<file path="src/design/bbpa_ram.sv">
// Simple dual-port synchronous RAM with a registered read.
`timescale 1ns / 1ps
`default_nettype none
module bbpa_ram #(
    parameter int DW = 8,
    parameter int AW = 8
) (
    input  wire logic          i_clk,
    input  wire logic          i_we,
    input  wire logic [AW-1:0] i_waddr,
    input  wire logic [DW-1:0] i_wdata,
    input  wire logic          i_re,
    input  wire logic [AW-1:0] i_raddr,
    output logic      [DW-1:0] o_rdata
);

    logic [DW-1:0] r_mem [0:(1<<AW)-1];

    // Write port.
    always_ff @(posedge i_clk) begin
        if (i_we) begin
            r_mem[i_waddr] <= i_wdata;
        end
    end

    // Read port, registered; the data holds until the next read.
    always_ff @(posedge i_clk) begin
        if (i_re) begin
            o_rdata <= r_mem[i_raddr];
        end
    end

endmodule
`default_nettype wire

</file>
<file path="config.mk">
export PLATFORM = sky130hd
export DESIGN_NAME = bbpa_ram
export DESIGN_NICKNAME = d
export VERILOG_FILES = /design/src/design/bbpa_ram.sv
export SDC_FILE = /design/constraint.sdc
export NUM_CORES = 2
export LEC_CHECK = 0
export BUFFER_PORTS_ARGS = -buffer_cell sky130_fd_sc_hd__buf_4
export CORE_MARGIN = 2
export CORE_UTILIZATION = 55
export CTS_CLUSTER_SIZE = 20
export DETAILED_ROUTE_END_ITERATION = 10
export GPL_TIMING_DRIVEN = 0
export PLACE_DENSITY = 0.71
export SYNTH_ARGS = -nofsm -noshare
export SYNTH_HDL_FRONTEND = slang
export SYNTH_SLANG_ARGS = --single-unit
export TNS_END_PERCENT = 20
</file>
<file path="constraint.sdc">
create_clock -name i_clk -period 4.17 [get_ports i_clk]
set_input_delay 0.417 -clock i_clk [delete_from_list [all_inputs] [get_ports i_clk]]
set_output_delay 0.417 -clock i_clk [all_outputs]
set_load 0.005 [all_outputs]
</file>
==> metrics.yaml <==
sta:
  worst_slack_ps: -551.8
  fmax_mhz: 211.8
  setup_viol: 8
  tightest_slew_ps: 1682
  fin_crit_ps: 4722
  drv_slew: 28
  hold_viol: 0
  post-route-period-util_pct: 113.2
  finalClockSkew_ps: 26.62
  rsz0062_at_grt: "no"
  relSlewSlack_pct: -13.19
clock_network:
  cts_sinks: 2056
  insertion_delay_ps: 840
  post_cts_buffers: 0
  clk_path_buf_depth: 3
  clk_pin_slew_worst_paths_ps: 60
  cts_root_buf: "clkbuf_16"
  cts_tree: "built"
  cts.htree.levels: 4
  cts_inserted_buffers: 197
synthesis:
  synth_seq_cells: 2056
  seq_area_frac_synth_pct: 77.53
  synth_nets: 3760
  synth_edf_count: 2056
  synthesis.area_mm2: 0.07964
  syn_area_per_cell_um2: 21.33
  ys_warn_count: 0
  synth_cell_types: 54
  syn_inst: 3733
  synthArstFlopShare_pct: 0
  synth_flop_cell: "edfxtp_1"
routing:
  first_iter_violations: 7710
  dr.pass1.iters: 10
  drc: 6
  ant_nets: 0
  avgRoutedWirePerCell_um: 38.44
  vias: 42590
  totalWireLength_mm: 232.8
  via_per_inst: 7.032
layout:
  layout-drive-gt1-share_pct: 21.74
  stdcell_count: 6057
  fin_nets: 4001
  fillers: 9766
  stdcell_area_mm2: 0.08896
  area_growth_pct: 11.70
  multi_input_area_mm2: 0.01645
  regArea_mm2: 0.06174
grt:
  grt.overflow.total: 0
  grt_max_degree: 156
  antenna_found_initial: 20
  grtUsageTotal_pct: 31.76
  first_global_vias: 40550
  grt_pass1_wl_mm: 318.7
power_and_ir_drop:
  power_frac_clock_pct: 41.1
  leakage_nw: 27.37
  vdd_ir_drop_max_v: 0.0003630
  p_per_area_mw_per_mm2: 481.3
  switchingPower_w: 0.009485
  p_comb_share_pct: 5.6
  total_power_w: 0.04281
  p_int_w: 0.03333
  seq_power_share_pct: 53.3
  power_switching_share_pct: 22.15
place:
  placed_area_mm2: 0.08260
  place_ws_ps: -987.0
  dp_cells: 5675
  place_congestion: 0.9786
  hpwl_mm: 152.1
  port_buffers: 27
critical_path:
  cp_data_required_time_ps: 4650
  worstSetupStartpointType: "primary input"
  end_kind: "flop"
  path_class: "primary input to flop"
  critPathArrivalTime_ps: 5210
  crit_path_max_fanout: 10
job:
  maxCapViolCount: 7
outcome:
  status: "finished with violations"
  violations: "design-rule violations, max-capacitance violations, max-slew violations, negative setup slack"
die:
  start_util_pct: 55.44
  die_w_um: 384.5
  ios: 35
  die-area_mm2: 0.1479
  die_h_um: 384.5
  coreArea_mm2: 0.1437
  fp-row-count: 139
min_path:
  min_path_type: "primary input to flop"
[sequential cells by signal, summed over array words and instances, names as in the netlist]
name / cells
o_rdata: 8
r_mem: 2048
[power groups by stage]
stage               clock (W)  sequential, W  combinational, W
global placement            0         0.0233           0.00224
floorplan                   0         0.0232           0.00111
detailed placement          0         0.0233           0.00232
finish                 0.0176         0.0228           0.00240
global route           0.0184         0.0228           0.00243
CTS                    0.0176         0.0228           0.00233
[final timing paths]
| path | slack (ps) | end | startpoint | cells after the start |
|---|---|---|---|---|
| worst max register to register | 380 | o_rdata[1] | r_mem[161][1] | 6 |
| worst max-delay path | -550 | o_rdata[1] | i_raddr[4] | 8 |
| worst min-delay path | 20 | r_mem[210][2] | i_wdata[2] | 1 |
| worst min register to register | 1360 | o_rdata[0] | r_mem[78][0] | 5 |
[worst max-delay path, cell delays in order]
cell and delay (ps):
buf_4 130, buf_4 240, clkbuf_1 530, clkbuf_1 630, clkbuf_1 640, a2111oi_1 1150
nor3_1 370, nor4_1 1040
[cell usage after synthesis, types with 4 or more instances]
cell	n	area, um^2
edfxtp_1	2056	61740
mux4_2	454	10220
nor2_1	282	1059
mux2i_1	134	1341
a22oi_1	133	998.5
clkbuf_1	111	416.7
a21oi_1	96	480.5
o221ai_1	46	402.9
nand3_1	34	170.2
nand2_1	33	123.9
buf_2	31	155.2
nor2b_1	31	193.9
o22ai_1	28	175.2
buf_4	27	202.7
nor4_1	24	150.1
buf_1	22	82.58
nor3_1	22	110.1
buf_6	21	236.5
a211oi_1	16	120.1
a221oi_1	13	113.9
buf_8	13	195.2
nand4_1	10	62.56
o211ai_1	10	75.07
o21ai_0	10	50.05
a22o_1	8	70.07
buf_12	8	160.2
nand2b_1	8	50.05
and2_1	6	37.54
o22a_1	5	43.79
o32ai_1	4	35.03
or2_2	4	25.02
[layout by cell type (no fill, tap or decap), types with 5 or more instances in the layout]
cell type / Yosys / routed
o221ai_1: 46 / 46
buf_12: 8 / 8
buf_6: 21 / 21
a22oi_1: 133 / 133
nor2_1: 282 / 282
buf_1: 22 / 21
buf_4: 27 / 46
buf_8: 13 / 23
nor4_1: 24 / 22
bufinv_16: 0 / 16
o22a_1: 5 / 5
buf_2: 31 / 32
clkinvlp_4: 0 / 8
nand4_1: 10 / 10
o21ai_0: 10 / 10
nor3_1: 22 / 22
buf_16: 0 / 9
edfxtp_1: 2056 / 2056
a211oi_1: 16 / 16
nor4_2: 3 / 5
nand2b_1: 8 / 8
o22ai_1: 28 / 28
and2_1: 6 / 6
clkinv_8: 0 / 6
diode_2: 0 / 18
clkbuf_16: 0 / 200
clkbuf_1: 111 / 129
nand2_1: 33 / 33
mux2i_1: 134 / 134
mux4_2: 454 / 454
nand3_1: 34 / 34
a221oi_1: 13 / 13
a21oi_1: 96 / 96
o211ai_1: 10 / 10
a22o_1: 8 / 8
clkbuf_2: 0 / 20
clkinv_1: 1 / 55
clkinv_2: 0 / 32
nor2b_1: 31 / 31
[through the flow]
step	utilization (%)	hold WS, ps	setup TNS [ps]
4_1_cts	61.88	12.53	0
2_1_floorplan	-	515.9	0
6_report	61.92	17.18	-1388
3_3_place_gp	57.23	788.5	-9677
5_1_grt	61.89	34.54	0
3_5_place_dp	57.50	789.0	-5661
[cells by family after synthesis]
group,synth area share [%]
AO/OA/AOI/OAI,3.416
flip-flops,77.53
AND/OR/NAND/NOR,2.625
buffers and inverters,1.829
multiplexers,14.60
[final cells by class]
cell class,count,share of cell area [%]
sequential,2056,69.40
multi-input combinational,1442,18.50
clock buffer,237,5.782
tap,1903,2.677
buffer,233,1.663
clock inverter,124,1.279
timing repair buffer,42,0.6386
antenna,18,0.05064
inverter,2,0.008439
[repair_timing]
item,CTS,global route
gates cloned,0,0
hold endpoints to repair,8,0
setup endpoints to repair,2,1
hold buffers,1,0
resized for setup,1,1
[per-layer routing]
layer	vias to the layer above	track usage [%]	wire (um)
met4	22	15.78	12980
met2	3580	46.67	105000
met1	22100	43.11	81500
met3	682	10.48	33230
met5	-	0	142
li1	16210	-	-
Note: power is estimated with default switching activity, not from simulation.
